===== config.mk =====
export PLATFORM = sky130hd
export DESIGN_NAME = sgdlr_lane
export DESIGN_NICKNAME = d
export VERILOG_FILES = /design/src/hdl/sgdlr_pkg.sv /design/src/hdl/sgdlr_lane.sv
export SDC_FILE = /design/constraint.sdc
export NUM_CORES = 2
export LEC_CHECK = 0
export ABC_CLOCK_PERIOD_IN_PS = 10600
export BUFFER_PORTS_ARGS = -buffer_cell sky130_fd_sc_hd__buf_2
export CAP_MARGIN = 25
export CORE_ASPECT_RATIO = 0.8
export CORE_MARGIN = 2
export CORE_UTILIZATION = 45
export DETAILED_ROUTE_END_ITERATION = 6
export PLACE_DENSITY = 0.63
export SLEW_MARGIN = 20
export SYNTH_ARGS = -nofsm -noshare
export SYNTH_HDL_FRONTEND = slang
export SYNTH_SLANG_ARGS = --single-unit

===== constraint.sdc =====
create_clock -name aclk -period 10.6 [get_ports aclk]
set_input_delay 3.18 -clock aclk [delete_from_list [all_inputs] [get_ports aclk]]
set_output_delay 3.18 -clock aclk [all_outputs]
set_load 0.1 [all_outputs]

===== src/hdl/sgdlr_pkg.sv =====
package sgdlr_pkg;

    localparam int LANES     = 8;
    localparam int IN_LANES  = 8;
    localparam int FRAC_BITS = 16;
    localparam int RATE_BITS = 16;
    localparam int DW        = 32;
    localparam int CNT_W     = 4;
    localparam int LANE_IDX_W = $clog2(LANES + 1);

    localparam int TDATA_BITS = 2 + DW * IN_LANES + DW;
    localparam int TDATA_W    = ((TDATA_BITS + 7) / 8) * 8;
    localparam int MDATA_BITS = DW + DW + 1;
    localparam int MDATA_W    = ((MDATA_BITS + 7) / 8) * 8;

    localparam logic [1:0] MODE_PREDICT = 2'd0;
    localparam logic [1:0] MODE_TRAIN   = 2'd1;
    localparam logic [1:0] MODE_LOAD    = 2'd2;
    localparam logic [1:0] MODE_UNUSED  = 2'd3;

    localparam logic [1:0] REG_RATE      = 2'd0;
    localparam logic [1:0] REG_INTERCEPT = 2'd1;
    localparam logic [1:0] REG_COUNT     = 2'd2;

    localparam logic [15:0] RATE_RESET  = 16'd655;
    localparam logic [3:0]  COUNT_RESET = 4'd8;

    typedef enum logic [2:0] {
        ST_IDLE,
        ST_PROD,
        ST_SUM,
        ST_ERR,
        ST_SCALE,
        ST_MUL,
        ST_UPD,
        ST_OUT
    } state_t;

    typedef struct packed {
        logic prod_en;
        logic mul_le;
        logic upd_en;
        logic load_en;
    } lane_ctl_t;

    function automatic logic signed [DW-1:0] sat32(input logic signed [DW+8:0] v);
        logic signed [DW+8:0] mx;
        logic signed [DW+8:0] mn;
        mx = (DW+9)'(signed'({1'b0, {(DW-1){1'b1}}}));
        mn = (DW+9)'(signed'({1'b1, {(DW-1){1'b0}}}));
        if (v > mx) begin
            return {1'b0, {(DW-1){1'b1}}};
        end else if (v < mn) begin
            return {1'b1, {(DW-1){1'b0}}};
        end
        return v[DW-1:0];
    endfunction

endpackage


===== src/hdl/sgdlr_lane.sv =====
module sgdlr_lane (
    input  logic                                  aclk,
    input  logic                                  aresetn,
    input  sgdlr_pkg::lane_ctl_t                  ctl,
    input  logic                                  active,
    input  logic signed [sgdlr_pkg::DW-1:0]       x,
    input  logic signed [sgdlr_pkg::DW-1:0]       load_val,
    input  logic signed [sgdlr_pkg::DW-1:0]       le,
    output logic signed [sgdlr_pkg::DW+sgdlr_pkg::DW-sgdlr_pkg::FRAC_BITS-1:0] term
);
    import sgdlr_pkg::*;

    localparam int TW = 2 * DW - FRAC_BITS;

    logic signed [DW-1:0]   w_reg, w_next;
    logic signed [2*DW-1:0] prod_reg, prod_next;
    logic signed [2*DW-1:0] mul_a;
    logic signed [TW:0]     wsum;
    logic signed [DW-1:0]   wsat;

    always_comb begin
        mul_a     = (ctl.mul_le ? le : w_reg) * x;
        prod_next = ctl.prod_en ? (active ? mul_a : '0) : prod_reg;
        wsum      = (TW+1)'(w_reg) - (TW+1)'(prod_reg >>> FRAC_BITS);
        if (wsum > (TW+1)'(signed'({1'b0, {(DW-1){1'b1}}}))) begin
            wsat = {1'b0, {(DW-1){1'b1}}};
        end else if (wsum < (TW+1)'(signed'({1'b1, {(DW-1){1'b0}}}))) begin
            wsat = {1'b1, {(DW-1){1'b0}}};
        end else begin
            wsat = wsum[DW-1:0];
        end
        w_next    = w_reg;
        if (ctl.load_en) begin
            w_next = load_val;
        end else if (ctl.upd_en && active) begin
            w_next = wsat;
        end
    end

    always_ff @(posedge aclk) begin
        if (!aresetn) begin
            w_reg <= '0;
        end else begin
            w_reg <= w_next;
        end
        prod_reg <= prod_next;
    end

    assign term = TW'(prod_reg >>> FRAC_BITS);

endmodule


# Word level (Yosys, flattened, before mapping)
# Cells that the tools add are included.
# word_totals
ff_bits,96
in_bits,103
output_inout_bits,48
word_cells,13
# classes
add_sub_neg,1
multipliers,1
magnitude_cmp,2
n_mux,5
n_reduce_logical,2
# ops
op,n
$mux W32,4
$mul A64 B32 Y64,1
$mux W64,1
$gt A49 B32 Y1 const B,1
$lt A49 B32 Y1 const B,1
$sub A32 B48 Y49,1
$reduce_bool A2 Y1,1
$logic_and A1 B1 Y1,1

# Logic depth before layout (Yosys ltp)
# logic_depth
word_depth,6
depth_mapped,32
ltp_nobuf,30

# Worst setup path after synthesis
# Ideal clock, no wire load.
# synth_timing
path_kind,input -> register
start,input ctl[2] (netlist bit)
end,"register prod_reg[61], data pin"
setup_ps,267
t_arrival_ps,11068
required_time_ps,10333
path_slack_ps,-735
path_stages,30
path_buffers,3
path_cell_list,buf_6 clkbuf_1 mux2_2 clkbuf_1 nand2_1 inv_1 fa_1 inv_1 fa_1 inv_1 fa_1 fa_1 inv_1 fa_1 inv_1 fa_1 inv_1 fa_1 inv_1 fa_1 ha_1 a21o_1 a21o_1 a21o_1 a21oi_1 nor2b_1 o21ai_0 nand2_1 a221oi_1 mux2i_1
# synth_between
elab_chain_cells,2
# synth_lines
item,line,source
from (decl),sgdlr_lane.sv:4,"input sgdlr_pkg::lane_ctl_t ctl,"
$mux W64,sgdlr_lane.sv:22,mul_a = (ctl.mul_le ? le : w_reg) * x;
$mul A64 B32 Y64,sgdlr_lane.sv:22,
to (signal assigned),sgdlr_lane.sv:46,prod_reg <= prod_next;
to (decl),sgdlr_lane.sv:16,"logic signed [2*DW-1:0] prod_reg, prod_next;"
# No other way between the ends.
# A chain may end at the register's enable or synchronous reset.

# Worst setup path after layout
# layout_timing
start,input ctl[2] (netlist bit)
end,"register prod_reg[59], data pin"
# Same word-level chain as after synthesis.

==> run summary <==
GRT Total Usage -> 26.03%
skew final -> 0.01007 ns
crit path from -> ctl[2]
fillers -> 8642
biggest cell delay along the critical path -> 0.54 ns
# port buffers -> 150
I/O pin total -> 151
Crit path top cell by count -> fa_1
vias in the first global route -> 35260
unrepaired setup endpoints after global routing -> yes
Yosys cell types -> 86
gr ovfl total -> 0
CP required -> 10.71 ns
Post-Syn Nets -> 6069
final core utilization -> 52.26%
WL final -> 122800 um
final slew viol count -> 0
initial antenna violation count -> 11
fmax -> 0.09327 GHz
Final GP Congestion -> 0.9311
setup ws final -> -0.1221 ns
worst path arrival time -> 10.83 ns
Post-synth EDFFs -> 48
Startpoint Class -> input port
crit path time final -> 10.72 ns
status -> finished with violations
R2R cell count -> 26
clk buf depth -> 2
Setup TNS -> -0.6407 ns
Synth top area share -> 50.85%
CTS tree -> done
Final ANT Viol Nets -> 0
worst hold stages -> 2
Placed Area -> 47490 um^2
HP Start -> w_reg[26]
Core Footprint -> 93460 um^2
Ys Warns -> 0
hold endpoint -> w_reg[26]
failing checks -> negative setup slack
H-tree Lvls -> 3
crit-path max FO -> 8
Final #Nets -> 6432
CTS buffer count -> 9
Die Area -> 97150 um^2
Post-route DRC -> 0
Hold Crit Class -> reg2reg
maxcap violations -> 0
Synth async-reset ratio -> 0%
area grow syn2layout -> 14.67%
Post-Synthesis Cell Area -> 42600 um^2
slowest CP cell -> fa_1
R2R setup slack -> 2.39 ns
Detailed Routing Iterations Pass 1 -> 6
final instance area -> 48850 um^2
fin crit share -> 101.2%
Final Hold Viols -> 0
hold_ws -> 0.5502 ns
share of layout cells above drive strength 1 -> 15.57%
DRT iter0 DRCs -> 2275
Seq. cell area -> 2082 um^2
global-route wire length before repair -> 197200 um
Worst R2R Start -> w_reg[31]
sequential area share after synthesis -> 4.888%
Mapped Cells -> 4656
clock sink total -> 80
R2R Path End -> prod_reg[63]
Synth Flop Type -> edfxtp_1
top-count cell post-synth -> fa_1
Via Count -> 32650
routed len/inst -> 19.63 um
most instantiated cells after synthesis -> fa_1 (1082), inv_1 (1030), nand2_1 (586), and2_1 (487), clkbuf_1 (233)
CP Capture Type -> flip-flop
Clk pin slew, worst setup/hold paths -> 0.07 ns
post-synthesis area per instance -> 9.149 um^2
area of the multi-input gates -> 36330 um^2
Synth Register Bits -> 80
crit path kind -> in2reg
root buf cell -> clkbuf_16
die width -> 348.0 um
Final HPWL DP -> 104600 um
largest cells by area after synthesis -> fa_1 (51%), inv_1 (9.1%), and2_1 (7.2%)
Initial Util -> 45.58%
Max-Slew Margin vs Limit -> 42.96%
worst skew pair latency -> 0.36 ns
leading area contributor after synthesis -> fa_1
vias per cell -> 5.221
Setup Viol. Count Final -> 9
largest net degree at the start of global routing -> 59
max reg flops -> 48
row count -> 100
Die Ht -> 279.2 um
Worst Tran Pin Value -> 0.8544 ns
kinds of logic (layout without fill, tap and decap cells):
kind of cell,count (synthesis),in the layout,share of synthesized area (%)
simple gates,1423,1423,16.66
flops,80,80,4.888
other cells,0,5,0
compound gates,433,433,6.697
fa+ha+maj,1310,1310,57.55
xor+xnor,84,84,1.727
buf+inv,1284,1648,11.38
mux,42,46,1.096
worst max-delay path: cells and delay by family:
family,cells,cell delay [ns]
fa+ha+maj,9,4.09
buf+inv,10,1.17
compound gates,5,0.94
simple gates,5,0.90
mux,2,0.51
final cells by class:
class,count,area share (%)
diodes,5,0.02561
clock inverters,6,0.1486
clock buffers,10,0.4892
inverters,1031,7.930
repair buffers,601,9.623
multi-input cells,3296,74.39
well taps,1224,3.135
flip-flops and latches,80,4.262
layout by cell type, fill, tap and decap left out, drive strengths merged, types with 48 or more instances in the layout:
| master | netlist | layout |
|---|---|---|
| buf | 20 | 600 |
| a21oi | 102 | 102 |
| nand2 | 586 | 586 |
| nand3 | 58 | 58 |
| xnor2 | 56 | 56 |
| fa | 1082 | 1082 |
| inv | 1030 | 1033 |
| ha | 228 | 228 |
| o21ai | 94 | 94 |
| a21o | 58 | 58 |
| edfxtp | 48 | 48 |
| and2 | 487 | 487 |
| nor2 | 129 | 129 |
routing by layer:
metal	track usage, %	part of all wire, %	up-vias	routed length [um]
li1	-	-	14640	-
met1	35.38	42	16890	51600
met2	44.49	49	939	60460
met3	2.705	5.5	178	6800
met4	7.071	3.2	2	3873
met5	0	0.015	-	18
through the flow:
step / instances / setup slack, ns
finish: 6253 / -0.1221
global route: 6253 / -0.3104
detailed placement: 6177 / -0.8219
floorplan: 4656 / -0.09149
CTS: 6234 / -0.1021
global placement: 6177 / -0.6887
worst max path at each step:
stage / to / slack (ns) / depth (start not counted)
6_report: prod_reg[59] / -0.12 / 31
3_5_place_dp: prod_reg[56] / -0.82 / 27
3_3_place_gp: prod_reg[56] / -0.69 / 27
5_1_grt: prod_reg[59] / -0.31 / 29
2_1_floorplan: prod_reg[61] / -0.09 / 29
4_1_cts: prod_reg[56] / -0.10 / 28
repair_timing:
action                                  in CTS  in global routing
hold buffers                                 0                  0
gates resized for setup                     63                 69
gates cloned                                 5                  1
setup buffers                               36                 13
endpoints found under the setup margin      29                 30
pin swaps                                   46                 40
Power is left out: the tool's default activity adds up to more than one toggle a clock period on the data nets, which glitch-free logic cannot reach.
