[src/hdl/sgdlr_pkg.sv]
package sgdlr_pkg;

    localparam int LANES     = 8;
    localparam int IN_LANES  = 8;
    localparam int FRAC_BITS = 16;
    localparam int RATE_BITS = 16;
    localparam int DW        = 32;
    localparam int CNT_W     = 4;
    localparam int LANE_IDX_W = $clog2(LANES + 1);

    localparam int TDATA_BITS = 2 + DW * IN_LANES + DW;
    localparam int TDATA_W    = ((TDATA_BITS + 7) / 8) * 8;
    localparam int MDATA_BITS = DW + DW + 1;
    localparam int MDATA_W    = ((MDATA_BITS + 7) / 8) * 8;

    localparam logic [1:0] MODE_PREDICT = 2'd0;
    localparam logic [1:0] MODE_TRAIN   = 2'd1;
    localparam logic [1:0] MODE_LOAD    = 2'd2;
    localparam logic [1:0] MODE_UNUSED  = 2'd3;

    localparam logic [1:0] REG_RATE      = 2'd0;
    localparam logic [1:0] REG_INTERCEPT = 2'd1;
    localparam logic [1:0] REG_COUNT     = 2'd2;

    localparam logic [15:0] RATE_RESET  = 16'd655;
    localparam logic [3:0]  COUNT_RESET = 4'd8;

    typedef enum logic [2:0] {
        ST_IDLE,
        ST_PROD,
        ST_SUM,
        ST_ERR,
        ST_SCALE,
        ST_MUL,
        ST_UPD,
        ST_OUT
    } state_t;

    typedef struct packed {
        logic prod_en;
        logic mul_le;
        logic upd_en;
        logic load_en;
    } lane_ctl_t;

    function automatic logic signed [DW-1:0] sat32(input logic signed [DW+8:0] v);
        logic signed [DW+8:0] mx;
        logic signed [DW+8:0] mn;
        mx = (DW+9)'(signed'({1'b0, {(DW-1){1'b1}}}));
        mn = (DW+9)'(signed'({1'b1, {(DW-1){1'b0}}}));
        if (v > mx) begin
            return {1'b0, {(DW-1){1'b1}}};
        end else if (v < mn) begin
            return {1'b1, {(DW-1){1'b0}}};
        end
        return v[DW-1:0];
    endfunction

endpackage

[src/hdl/sgdlr_merge.sv]
module sgdlr_merge (
    input  logic                                   aclk,
    input  logic signed [sgdlr_pkg::DW-1:0]        bias,
    input  logic signed [sgdlr_pkg::LANES-1:0][2*sgdlr_pkg::DW-sgdlr_pkg::FRAC_BITS-1:0] terms,
    output logic signed [sgdlr_pkg::DW-1:0]        pred
);
    import sgdlr_pkg::*;

    localparam int TW = 2 * DW - FRAC_BITS;
    localparam int SW = TW + LANE_IDX_W + 1;

    logic signed [SW-1:0] acc;
    logic signed [DW-1:0] pred_reg;

    always_comb begin
        acc = SW'(bias);
        for (int i = 0; i < LANES; i++) begin
            acc = acc + SW'(signed'(terms[i]));
        end
    end

    always_ff @(posedge aclk) begin
        if (acc > SW'(signed'({1'b0, {(DW-1){1'b1}}}))) begin
            pred_reg <= {1'b0, {(DW-1){1'b1}}};
        end else if (acc < SW'(signed'({1'b1, {(DW-1){1'b0}}}))) begin
            pred_reg <= {1'b1, {(DW-1){1'b0}}};
        end else begin
            pred_reg <= acc[DW-1:0];
        end
    end

    assign pred = pred_reg;

endmodule

[config.mk]
export PLATFORM = sky130hd
export DESIGN_NAME = sgdlr_merge
export DESIGN_NICKNAME = d
export VERILOG_FILES = /design/src/hdl/sgdlr_pkg.sv /design/src/hdl/sgdlr_merge.sv
export SDC_FILE = /design/constraint.sdc
export NUM_CORES = 1
export LEC_CHECK = 0
export BUFFER_PORTS_ARGS = -buffer_cell sky130_fd_sc_hd__buf_2
export CAP_MARGIN = 20
export CORE_AREA = 2 2 175 177
export CTS_CLUSTER_DIAMETER = 200
export CTS_CLUSTER_SIZE = 30
export DETAILED_ROUTE_END_ITERATION = 10
export DIE_AREA = 0 0 177 179
export PLACE_DENSITY = 0.68
export RECOVER_POWER = 50
export SETUP_SLACK_MARGIN = 0.05
export SYNTH_ARGS = -nofsm -noshare
export SYNTH_HDL_FRONTEND = slang
export SYNTH_SLANG_ARGS = --single-unit
export TNS_END_PERCENT = 100
[constraint.sdc]
create_clock -name aclk -period 9.66 [get_ports aclk]
set_input_delay 1.449 -clock aclk [delete_from_list [all_inputs] [get_ports aclk]]
set_output_delay 1.449 -clock aclk [all_outputs]
set_load 0.01 [all_outputs]
# After elaboration in Yosys (flattened, before gate mapping)
# Index checks and enable logic that the tools add are counted.
dict set report op_classes {
  addsub 8
  magnitude_cmp 2
  mux 1
}
# operator count
set ops {}
lappend ops {{$add 53x48->53} 3}
lappend ops {{$add 52x48->53} 1}
lappend ops {{$gt 53x32->1 const B} 1}
lappend ops {{$lt 53x32->1 const B} 1}
lappend ops {{$add 51x48->52} 1}
lappend ops {{$add 50x48->51} 1}
lappend ops {{$add 49x48->50} 1}
lappend ops {{$add 32x48->49} 1}
lappend ops {{$mux 32} 1}
dict set report totals {
  regBits 32
  in_bits 417
  out_inout_bits 32
  word_cells 12
}

# Depth between registers and ports, before layout
# Gate-level depths: netlist of run 1.
dict set report logic_depth {
  ltp_word 10
  ltp_mapped 23
  ltp_nobuf 21
}

# Worst setup path after synthesis of run 1
# No wires, ideal clock.
dict set report synth_timing {
  path_kind {in2reg}
  start {input port bias[2] in the netlist's numbering}
  end {register pred_reg[14], in the netlist pred[14]}
  setup_ns 0.118
  arrival_ns 7.029
  required_time_ns 9.542
  slack_ns 2.513
  cell_stages 22
  path_buffers 1
  path_cell_list {inv_1 > fa_1 > inv_1 > fa_1 > fa_1 > inv_1 > fa_1 > inv_1 > ha_1 > fa_1 > a21o_1 > a221o_1 > a22o_1 > o311a_1 > o2111a_1 > or3_1 > a21oi_2 > nor3b_1 > a211o_1 > a41oi_2 > buf_4 > o21ai_1}
}
dict set report synth_via {
  elab_chain_cells 10
  word_cells_on_any_way 11
  cone_classes {add/sub (8); order compare (2); mux (1)}
}
# item line
set synth_lines {}
lappend synth_lines {{start: declaration} sgdlr_merge.sv:3} ;# input logic signed [sgdlr_pkg::DW-1:0] bias,
lappend synth_lines {{$add 32x48->49 (*)} sgdlr_merge.sv:18} ;# acc = acc + SW'(signed'(terms[i]));
lappend synth_lines {{$add 49x48->50 (*)} sgdlr_merge.sv:18}
lappend synth_lines {{$add 50x48->51 (*)} sgdlr_merge.sv:18}
lappend synth_lines {{$add 51x48->52 (*)} sgdlr_merge.sv:18}
lappend synth_lines {{$add 52x48->53 (*)} sgdlr_merge.sv:18}
lappend synth_lines {{$add 53x48->53 (*) (3 in series)} sgdlr_merge.sv:18}
lappend synth_lines {{$lt 53x32->1} sgdlr_merge.sv:25} ;# end else if (acc < SW'(signed'({1'b1, {(DW-1){1'b0}}}))) begin
lappend synth_lines {{$mux 32} sgdlr_merge.sv:25}
lappend synth_lines {{end signal: assignment} sgdlr_merge.sv:24} ;# pred_reg <= {1'b0, {(DW-1){1'b1}}};
lappend synth_lines {{end signal: assignment} sgdlr_merge.sv:26} ;# pred_reg <= {1'b1, {(DW-1){1'b0}}};
lappend synth_lines {{end signal: assignment} sgdlr_merge.sv:28} ;# pred_reg <= acc[DW-1:0];
lappend synth_lines {{end: declaration} sgdlr_merge.sv:13} ;# logic signed [DW-1:0] pred_reg;
# Every way passes the cells marked *; elsewhere a longest branch is shown, timed or not.
# A chain may end at the register's enable or synchronous reset.

# Worst setup path in the final report of run 1
dict set report layout_timing {
  start {input port bias[2] in the netlist's numbering}
  end {register pred_reg[13], in the netlist pred[13]}
}
# The elaborated chain is that of the path after synthesis.

==> results of run 1 <==
## logic make-up (layout without fill, tap and decap cells)
family,after synthesis,in the layout,synth area share (%)
AND/OR/NAND/NOR,151,151,5.84
multiplexers,2,2,0.162
buffers and inverters,447,870,13.9
flip-flops,32,32,5.19
AO/OA/AOI/OAI,212,212,11.3
XOR/XNOR,46,46,3.27
adder cells (fa/ha/maj),392,392,60.4
## routing by layer
layer / part of all wire (%) / global-route usage [%] / vias to the layer above
met5: 0 / 0 / -
met4: 1.5 / 3.62 / 0
met3: 5.4 / 1.70 / 28
met2: 53 / 37.0 / 339
met1: 40 / 25.0 / 4829
li1: - / - / 4681
## cell type report
class,count,area (um2)
sequential,32,641
timing repair buffer,450,2220
tap,396,495
fill,2897,15000
clock buffer,7,143
multi-input combinational,803,9990
inverter,412,1550
clock inverter,1,7.51
## cell usage after synthesis (6+ instances only)
| cell | count | area [um2] |
|---|---|---|
| sky130_fd_sc_hd__o21ai_0 | 39 | 195 |
| sky130_fd_sc_hd__a211oi_1 | 7 | 52.6 |
| sky130_fd_sc_hd__nor3_1 | 7 | 35.0 |
| sky130_fd_sc_hd__nand4_1 | 22 | 138 |
| sky130_fd_sc_hd__inv_1 | 412 | 1550 |
| sky130_fd_sc_hd__clkbuf_1 | 29 | 109 |
| sky130_fd_sc_hd__o21ai_1 | 11 | 55.1 |
| sky130_fd_sc_hd__nand2_1 | 55 | 206 |
| sky130_fd_sc_hd__fa_1 | 339 | 6790 |
| sky130_fd_sc_hd__ha_1 | 53 | 663 |
| sky130_fd_sc_hd__nor2_1 | 35 | 131 |
| sky130_fd_sc_hd__o21ai_2 | 20 | 175 |
| sky130_fd_sc_hd__dfxtp_1 | 32 | 641 |
| sky130_fd_sc_hd__xnor2_1 | 25 | 219 |
| sky130_fd_sc_hd__o21bai_1 | 10 | 75.1 |
| sky130_fd_sc_hd__and4_1 | 6 | 52.6 |
| sky130_fd_sc_hd__nand3_1 | 9 | 45.0 |
| sky130_fd_sc_hd__a21o_1 | 16 | 120 |
| sky130_fd_sc_hd__xor2_1 | 21 | 184 |
| sky130_fd_sc_hd__a21oi_1 | 66 | 330 |
## worst max-delay path, cell delays in order
cell and delay (ns):
sky130_fd_sc_hd__buf_2 0.08, sky130_fd_sc_hd__inv_1 0.04, sky130_fd_sc_hd__fa_1 0.52, sky130_fd_sc_hd__inv_1 0.06, sky130_fd_sc_hd__fa_1 0.51, sky130_fd_sc_hd__fa_1 0.55
sky130_fd_sc_hd__inv_1 0.06, sky130_fd_sc_hd__fa_1 0.54, sky130_fd_sc_hd__inv_1 0.04, sky130_fd_sc_hd__ha_1 0.23, sky130_fd_sc_hd__fa_1 0.43, sky130_fd_sc_hd__a21o_1 0.22
sky130_fd_sc_hd__a221o_1 0.35, sky130_fd_sc_hd__a22o_1 0.24, sky130_fd_sc_hd__o311a_1 0.39, sky130_fd_sc_hd__o2111a_1 0.25, sky130_fd_sc_hd__or3_1 0.34, sky130_fd_sc_hd__a21oi_2 0.20
sky130_fd_sc_hd__nor3b_1 0.07, sky130_fd_sc_hd__a211o_1 0.35, sky130_fd_sc_hd__a41oi_4 0.38, sky130_fd_sc_hd__buf_4 0.43, sky130_fd_sc_hd__o21ai_0 0.15
## placed cells by master (no fill, tap or decap), types with 20 or more instances in the layout
master and count:
sky130_fd_sc_hd__nand2_1 55, sky130_fd_sc_hd__o21ai_2 20, sky130_fd_sc_hd__nor2_1 35, sky130_fd_sc_hd__clkbuf_1 33, sky130_fd_sc_hd__xor2_1 21, sky130_fd_sc_hd__dfxtp_1 32
sky130_fd_sc_hd__ha_1 53, sky130_fd_sc_hd__nand4_1 22, sky130_fd_sc_hd__a21oi_1 66, sky130_fd_sc_hd__buf_2 416, sky130_fd_sc_hd__xnor2_1 25, sky130_fd_sc_hd__o21ai_0 39
sky130_fd_sc_hd__inv_1 412, sky130_fd_sc_hd__fa_1 339
## metrics by stage
stage          setup WS [ns]  std cells  utilization, %  area, um2
6_report                1.87       2101            50.1      15000
5_1_grt                 1.51       2101            50.1      15000
4_1_cts                 1.84       2101            50.2      15100
3_5_place_dp            1.57       2093            49.7      14900
3_3_place_gp            1.68       2093            49.7      14900
2_1_floorplan           2.51       1282               -      12300
## final timing paths
kind	cells after the start	startpoint	slack, ns	end
max	23	bias[2]	1.87	pred[13]
min	5	terms[336]	1.82	pred[0]
==> results.md, run 1 <==
STA:
- The worst slew slack as a fraction of its limit is 57.4%.
- The setup TNS is 0 ns.
- The max-slew violation count was 0.
- The shortest clock period the worst path allows after layout is 7.79 ns.
- At the pin with the least slew margin, the transition time is 0.635 ns.
- The worst path uses 80.6% of the clock period.
- Setup repair after global routing left no endpoint under its margin.
- The fmax is 128 MHz.
- Setup violations remaining at the end of the flow were counted as 0.
- On the final layout, the worst hold slack is 1.82 ns.
- The total count of hold-check failures in the final report was 0.

Floorplan:
- The x dimension of the die is 177 um.
- The floorplan step defined a die boundary enclosing 31700 um2.
- The floorplan core area is 30000 um2.
- The vertical extent of the die is 179 um.
- Once the floorplan was initialized, standard cells occupied 41.1% of the core.
- The number of rows in the core area is 64.
- 449 I/O pins were placed.

Logic synthesis:
- The number of cells produced by synthesis is 1282.
- The mapped netlist covers 12300 um2.
- In the synthesized netlist the dominant register cell turns out to be sky130_fd_sc_hd__dfxtp_1.
- The number of nets produced by synthesis is 2091.
- In this run, distinct cell masters in the synthesized netlist total 56.
- The synthesized design contains 32 register bits.
- The number of flops mapped to enable cells by yosys is 0.
- The Yosys step of the flow raised 0 warnings.
- For this run, asynchronously set or reset flops after synthesis account for 0%.
- Averaged over all synthesized cells, the footprint is 9.63 um2.
- Sequential elements use 5.19% of the synthesized area.

Drt:
- Across all layers, the routed design uses 9877 vias.
- After detailed routing, the number of vias per cell comes to 4.70.
- The routed wire length is 30700 um.
- For this run, the detailed router's first-pass iteration total came to 5.
- In the final routed layout, each cell accounts on average for 14.6 um.
- The first routing iteration left 345 violations.
- The detail route stage leaves a number of antenna-violating nets equal to 0.
- For this run, design rule violations remaining after detail routing come to 0.

Clocking:
- The TritonCTS clock tree is done.
- The cts-stage hold buffer count is 0.
- Clock tree synthesis found a total of 32 sinks.
- The longest clock path from root to sink contains 2 buffers.
- The count of buffers added by post-CTS timing repair for setup is 0.
- The tree is rooted in a sky130_fd_sc_hd__clkbuf_16.
- Buffers inserted during clock tree synthesis total 5.
- The number of levels in the clock H-tree is 2.
- The count of cells resized by post-cts repair is 0.
- The clock-pin slew of the registers on the worst-case setup and hold paths is 0.06 ns.

GRT:
- The via count of the first global-routing pass is 10500.
- The wire length of the first global-routing pass is 49700 um.
- Global routing used 19.7% of the available tracks.
- Entering global routing, the biggest net connects 32 pins.
- The total overflow left after global routing is 0.
- The initial antenna violation count is 0.

Worst hold path:
- The path class of the lowest-slack min-delay path is in2reg.

Outcome:
- The flow ran to the end, and the final reports show no timing, DRC or antenna violations.

Finish:
- The layout-stage area growth over the synthesis result is 21.9%.
- The number of antenna diodes in the final layout is 0.
- The register with the most flip-flops in the layout has 32 of them.
- Of the cells placed in the final design, the portion with a size suffix greater than 1 is 26.5%.
- The net count reported at finish is 2513.

Placed design:
- In this run the tool buffered the top-level ports with 448 buffer cells.
- The final weighted congestion in routability-driven placement is 0.870.
- The total half-perimeter wirelength after legalization and detailed placement is 29200 um.

Critical path:
- The arrival time of the worst setup path is 7.92 ns.
- The classification of the worst setup path is in2reg.
- The startpoint type of the worst setup path is an input port.
- Of all nets on the critical path, the largest fanout is 23.
- The worst setup path is captured at a register.
- The required arrival time at the worst endpoint is 9.79 ns.

Run:
- Max-cap violations in this run came to 0.
Power of run 1 is not shown: default switching activity piles up to over one toggle a cycle in this logic, so the estimate is an artifact.
==> run 2, diff against run 1 <==
CORE_AREA = 2 2 174 176   (was 2 2 175 177)
DIE_AREA = 0 0 176 178   (was 0 0 177 179)
PLACE_DENSITY = 0.71   (was 0.68)
clock period = 6.8 ns   (was 9.66 ns; I/O delays follow)
==> run 2 against run 1 <==
- the flow now finishes with violations (setup timing)
- final cell count increased by 3.5%
- worst setup slack lost 1.9 ns
- cell area rose by 5.7%
- via count rose by 3.5%
- count of clock-buffer cells in the layout stayed put
- global-route usage increased by 1.4 points
==> results.md, run 2 (synthesis gave the netlist of run 1 again) <==
Clocking:
- The number of levels in the clock H-tree is 2.
- The CTS root buffer is sky130_fd_sc_hd__clkbuf_16.
- The largest buffer count on any clock path is 2.
- The number of buffers added by the clock tree synthesis step is 5.
- The number of hold buffers added after CTS was 0.
- The TritonCTS clock tree is done.
- The clock-pin slew of the registers on the worst-case setup and hold paths is 0.05 ns.
- The tree built by TritonCTS fans out to 32 sinks.

Placed design:
- Timing analysis after detailed placement gives a worst setup slack of -0.388 ns.
- At the end of routability-driven placement, the weighted congestion stood at 0.903.
- The HPWL after detailed placement is 30200 um.
- Once placement finished, the instance area stood at 15400 um2.
- Input and output buffers added on the ports amount to 448.
- The total instance count after detailed placement is 2149.

Drt:
- The average wire per standard cell is 15.0 um.
- The detailed-route DRC error count is 0.
- The number of nets with antenna violations after routing is 0.
- The ratio of routed vias to standard cells is 4.70.
- The routed design has 32600 um of wire.
- The number of violations reported at the end of detailed-routing iteration 0 is 347.
- The detailed router placed 10200 vias in this run.
- The number of detailed-route iterations in the first pass is 4.

Outcome:
- The run finished, with violations left.
- The checks that failed: setup timing.

Floorplan:
- In this run the standard cell core region covers 29400 um2.
- The vertical extent of the die is 178 um.
- For this configuration, the core starts out at a cell density of 42.0%.
- The I/O pin count is 449.
- The die is 176 um wide.
- The die covers 31300 um2.
- The initialized floorplan defines 63 standard-cell rows.

Critical path:
- The slowest stage of the critical path is the sky130_fd_sc_hd__fa_1 cell.
- The arrival time of the worst setup path is 7.00 ns.
- The most critical setup path has its endpoint at pred[26].
- The required arrival time at the worst endpoint is 6.97 ns.
- The cell that appears most often on the critical path is sky130_fd_sc_hd__fa_1.
- The worst setup path is launched from an input port.
- The highest cell delay on the worst timing path is 0.58 ns.
- The first element of the critical path is bias[2].
- The nature of the critical path endpoint is a register.
- In this run the worst path has a maximum fanout of 8.
- The worst setup path is of the in2reg kind.

GRT:
- The wire length of the first global-routing pass is 52500 um.
- The via count of the first global-routing pass is 11100.
- The initial antenna violation count is 2.
- Entering global routing, the biggest net connects 12 pins.
- The sum of overflow across all layers after global routing is 0.
- Global routing used 21.1% of the available tracks.

STA:
- The slack of the critical path is -0.0364 ns.
- The total count of hold-check failures in the final report was 0.
- The minimum hold slack is 1.39 ns.
- Static timing analysis puts the maximum clock frequency at 146 MHz.
- The slew at the pin closest to its max-slew limit is 0.568 ns.
- Setup violations remaining at the end of the flow were counted as 15.
- The max-slew violation count is 0.
- The shortest clock period the worst path allows after layout is 6.84 ns.
- Setup repair after global routing could not meet its margin everywhere.
- After layout, the worst path uses 101% of the clock period.
- The worst slew slack as a fraction of its limit is 61.8%.

Worst hold path:
- The source of the worst hold timing path is terms[336].
- The path class of the lowest-slack min-delay path is in2reg.

Finish:
- The library cells used most frequently in the layout, excluding fill and tap cells, are sky130_fd_sc_hd__buf_2 (431), sky130_fd_sc_hd__inv_1 (408), sky130_fd_sc_hd__fa_1 (338), sky130_fd_sc_hd__buf_4 (67), sky130_fd_sc_hd__a21oi_1 (66).
- For this run, the post-layout net count is 2591.
- Counting the fill cells in the layout gives 2724.
- The post-route netlist has 31.2% of its cells at a drive strength greater than 1.
- Leaving out fill and tap cells, the most frequent cell in the layout is sky130_fd_sc_hd__buf_2.
- The register with the most flip-flops in the layout has 32 of them.
- After routing the design area is 15900 um2.
- The final standard cell count with taps included and fillers excluded is 2175.
- The area growth from synthesis to layout is 28.9%.

Run:
- The max capacitance violation total is 0.
## run 2: how the worst min path moves through the flow
stage	slack, ns	cells after the start	end
after floorplan	1.32	0	pred[0]
after global placement	1.42	1	pred[5]
after detailed placement	1.42	1	pred[10]
after global routing	1.39	5	pred[0]
final	1.39	5	pred[0]
after CTS	1.38	5	pred[0]
## run 2: per-layer routing
layer	global-route usage [%]	share of wire, %
met1	26.4	40
met2	39.7	53
met3	2.13	5.2
met4	4.55	2.0
met5	0	0
## run 2: final cells by class
class	instances	area, um2	area share [%]
Multi-Input combinational cell	803	10000	63.1
Tap cell	390	488	3.07
Timing Repair Buffer	528	3000	18.9
Clock inverter	1	30.0	0.189
Sequential cell	32	641	4.03
Inverter	412	1550	9.74
Antenna cell	2	5.00	0.0315
Clock buffer	7	153	0.960
## run 2: metrics by stage
step | utilization, % | TNS, ns
floorplan | - | 0
global placement | 52.4 | -8.96
detailed placement | 52.4 | -11.01
CTS | 53.8 | 0
global route | 54.1 | -6.17
finish | 54.1 | -0.396
## run 2: critical path, delay by kind of cell
kind	cells	cell delay, ns
AND/OR/NAND/NOR	2	0.50
AO/OA/AOI/OAI	8	1.77
multiplexers	1	0.18
adder cells (fa/ha/maj)	6	2.69
buffers and inverters	9	0.83
## run 2: timing repair
action	in CTS	in global routing
setup buffers	7	3
resized for setup	14	10
gates cloned	4	2
pin swaps	1	7
endpoints found under the setup margin	31	31
Power of run 2 is left out for the same reason.
==> run 3, diff against run 2 <==
CTS_BUF_LIST = sky130_fd_sc_hd__clkbuf_16   (was default)
SETUP_SLACK_MARGIN = default   (was 0.05)
==> run 3 against run 2 <==
- the flow now finishes without violations
- global-route usage about the same
- cell area decreased by 0.40%
- via count about the same
- sequential share of layout area about the same
- core utilization decreased by 0.22 points
- routed wire length decreased by 0.68%
- sequential cell count unchanged
- first-iteration DRC count increased by 7.2%
- count of clock-buffer cells in the layout decreased by 2
- final cell count unchanged
- worst setup slack improved by 0.056 ns
==> results.md, run 3 (synthesis gave the netlist of run 1 again) <==
Finish:
- Compared with the post-synthesis result, the final layout area differs by 28.4%.
- Cells with a size suffix above 1 make up 31.1% of the layout.
- The filler cells instantiated in the layout total 2736.
- The top cell types in the final layout, fill and taps aside, are sky130_fd_sc_hd__buf_2 (431), sky130_fd_sc_hd__inv_1 (409), sky130_fd_sc_hd__fa_1 (338), sky130_fd_sc_hd__buf_4 (70), sky130_fd_sc_hd__a21oi_1 (66).
- The register with the most flip-flops in the layout has 32 of them.
- Cells fill 53.9% of the core in the end.
- The net count reported at finish is 2590.
- The commonest non-fill, non-tap cell in the layout is sky130_fd_sc_hd__buf_2.

Worst hold path:
- The path class of the lowest-slack min-delay path is in2reg.

Critical path:
- The setup path with the least slack is of type in2reg.
- STA classifies the critical path startpoint as an input port.
- STA puts the critical path data required time at 6.97 ns.
- The arrival time of the worst setup path is 6.95 ns.
- The worst setup path is captured at a register.
- In this run the worst path has a maximum fanout of 8.

GRT:
- Entering global routing, the biggest net connects 16 pins.
- The first global-routing pass estimated 52500 um of wire.
- The sum of overflow across all layers after global routing is 0.
- The initial antenna violation count was 3.
- The total global routing track utilization is 21.1%.
- The via count of the first global-routing pass is 11200.

Drt:
- Across all layers, the routed design uses 10200 vias.
- In the routed design, unresolved DRC markers number 0.
- The number of violations reported at the end of detailed-routing iteration 0 is 372.
- The first detailed-routing pass took 4 iterations.
- The number of nets with antenna violations after routing is 0.
- The routed wire length is 32400 um.
- The average wire per standard cell is 14.9 um.
- After detailed routing, the number of vias per cell comes to 4.70.

Clocking:
- The cts-stage hold buffer count is 0.
- Clock tree synthesis selected as its root buffer the cell sky130_fd_sc_hd__clkbuf_16.
- CTS saw 32 sinks.
- TritonCTS built the clock tree.
- The number of buffers added by the clock tree synthesis step is 5.
- The largest buffer count on any clock path is 2.
- The clock-pin slew of the registers on the worst-case setup and hold paths is 0.06 ns.
- The number of levels in the clock H-tree is 2.

STA:
- The max-slew violation count is 0.
- The total count of hold-check failures in the final report is 0.
- The part of the cycle the worst path needs is 99.7%.
- For the pin with the worst max-slew slack, the measured transition is 0.579 ns.
- The setup TNS is 0 ns.
- The slack of the critical path is 0.0196 ns.
- The minimum hold slack is 1.40 ns.
- The final number of setup-violating endpoints is 0.
- The worst slew slack as a fraction of its limit is 61.0%.
- The fmax is 147 MHz.
- Setup repair after global routing could not meet its margin everywhere.
- The shortest clock period the worst path allows after layout is 6.78 ns.

Floorplan:
- The number of rows in the core area is 63.
- The floorplan step defined a die boundary enclosing 31300 um2.
- The vertical extent of the die is 178 um.
- The floorplan core area is 29400 um2.
- Pin placement for this block handled 449 I/O pins.
- Measured along the x axis, the die boundary spans 176 um.
- Once the floorplan was initialized, standard cells occupied 42.0% of the core.

Outcome:
- The flow ran to the end, and the final reports show no timing, DRC or antenna violations.

Placed design:
- The final weighted congestion in routability-driven placement is 0.903.
- The number of I/O port buffers is 448.
- The worst setup slack after placement is -0.388 ns.
- The total half-perimeter wirelength after legalization and detailed placement is 30200 um.

Run:
- The max capacitance violation total is 0.
==> run 3: cell count changes in the layout (fill, tap and decap cells not counted), sizes merged <==
cell	previous run	this run
diode	2	3
clkinv	0	2
buf	510	511
clkbuf	25	21
==> run 3: metal layers <==
metal / global-route usage, % / routed length (um)
met1: 26.1 / 12800
met2: 39.4 / 17100
met3: 2.58 / 1810
met4: 4.86 / 660
met5: 0 / 0
==> run 3: critical path, cell delays in order <==
cell                       delay (ns)
sky130_fd_sc_hd__buf_6           0.07
sky130_fd_sc_hd__inv_4           0.03
sky130_fd_sc_hd__fa_1            0.54
sky130_fd_sc_hd__inv_2           0.04
sky130_fd_sc_hd__fa_1            0.50
sky130_fd_sc_hd__fa_1            0.58
sky130_fd_sc_hd__inv_2           0.04
sky130_fd_sc_hd__fa_1            0.53
sky130_fd_sc_hd__inv_1           0.05
sky130_fd_sc_hd__ha_2            0.19
sky130_fd_sc_hd__fa_2            0.34
sky130_fd_sc_hd__a21o_1          0.20
sky130_fd_sc_hd__a221o_1         0.32
sky130_fd_sc_hd__a22o_1          0.24
sky130_fd_sc_hd__o311a_1         0.38
sky130_fd_sc_hd__o2111a_1        0.27
sky130_fd_sc_hd__or3_1           0.32
sky130_fd_sc_hd__a21oi_2         0.18
sky130_fd_sc_hd__xor2_1          0.23
sky130_fd_sc_hd__nand4_1         0.17
sky130_fd_sc_hd__o41ai_4         0.24
sky130_fd_sc_hd__buf_6           0.16
sky130_fd_sc_hd__buf_12          0.11
sky130_fd_sc_hd__buf_16          0.14
sky130_fd_sc_hd__o21ai_1         0.06
==> run 3: cell type report <==
class | count | area [um2] | share of cell area (%)
timing repair buffer | 527 | 2940 | 18.6
sequential | 32 | 641 | 4.04
clock inverter | 3 | 37.5 | 0.237
inverter | 412 | 1550 | 9.78
multi-input combinational | 803 | 10100 | 63.5
clock buffer | 5 | 125 | 0.790
antenna | 3 | 7.51 | 0.0474
tap | 390 | 488 | 3.08
==> run 3: worst paths after layout <==
kind                    from        to  slack, ns  cells past startpoint
setup / recovery     bias[2]  pred[21]       0.02                     25
hold / removal    terms[336]   pred[0]       1.40                      5
==> run 3: per-stage QoR <==
step / std cells / instance area (um2)
final: 2175 / 15800
after global routing: 2174 / 15800
after CTS: 2169 / 15800
after detailed placement: 2149 / 15400
after global placement: 2149 / 15400
after floorplan: 1282 / 12300
==> run 3: repair_timing <==
action,in CTS,in global routing
resized for setup,15,8
cloned,4,0
endpoints found under the setup margin,31,31
setup buffers,10,4
pin swaps,0,4
Power of run 3 is left out for the same reason.
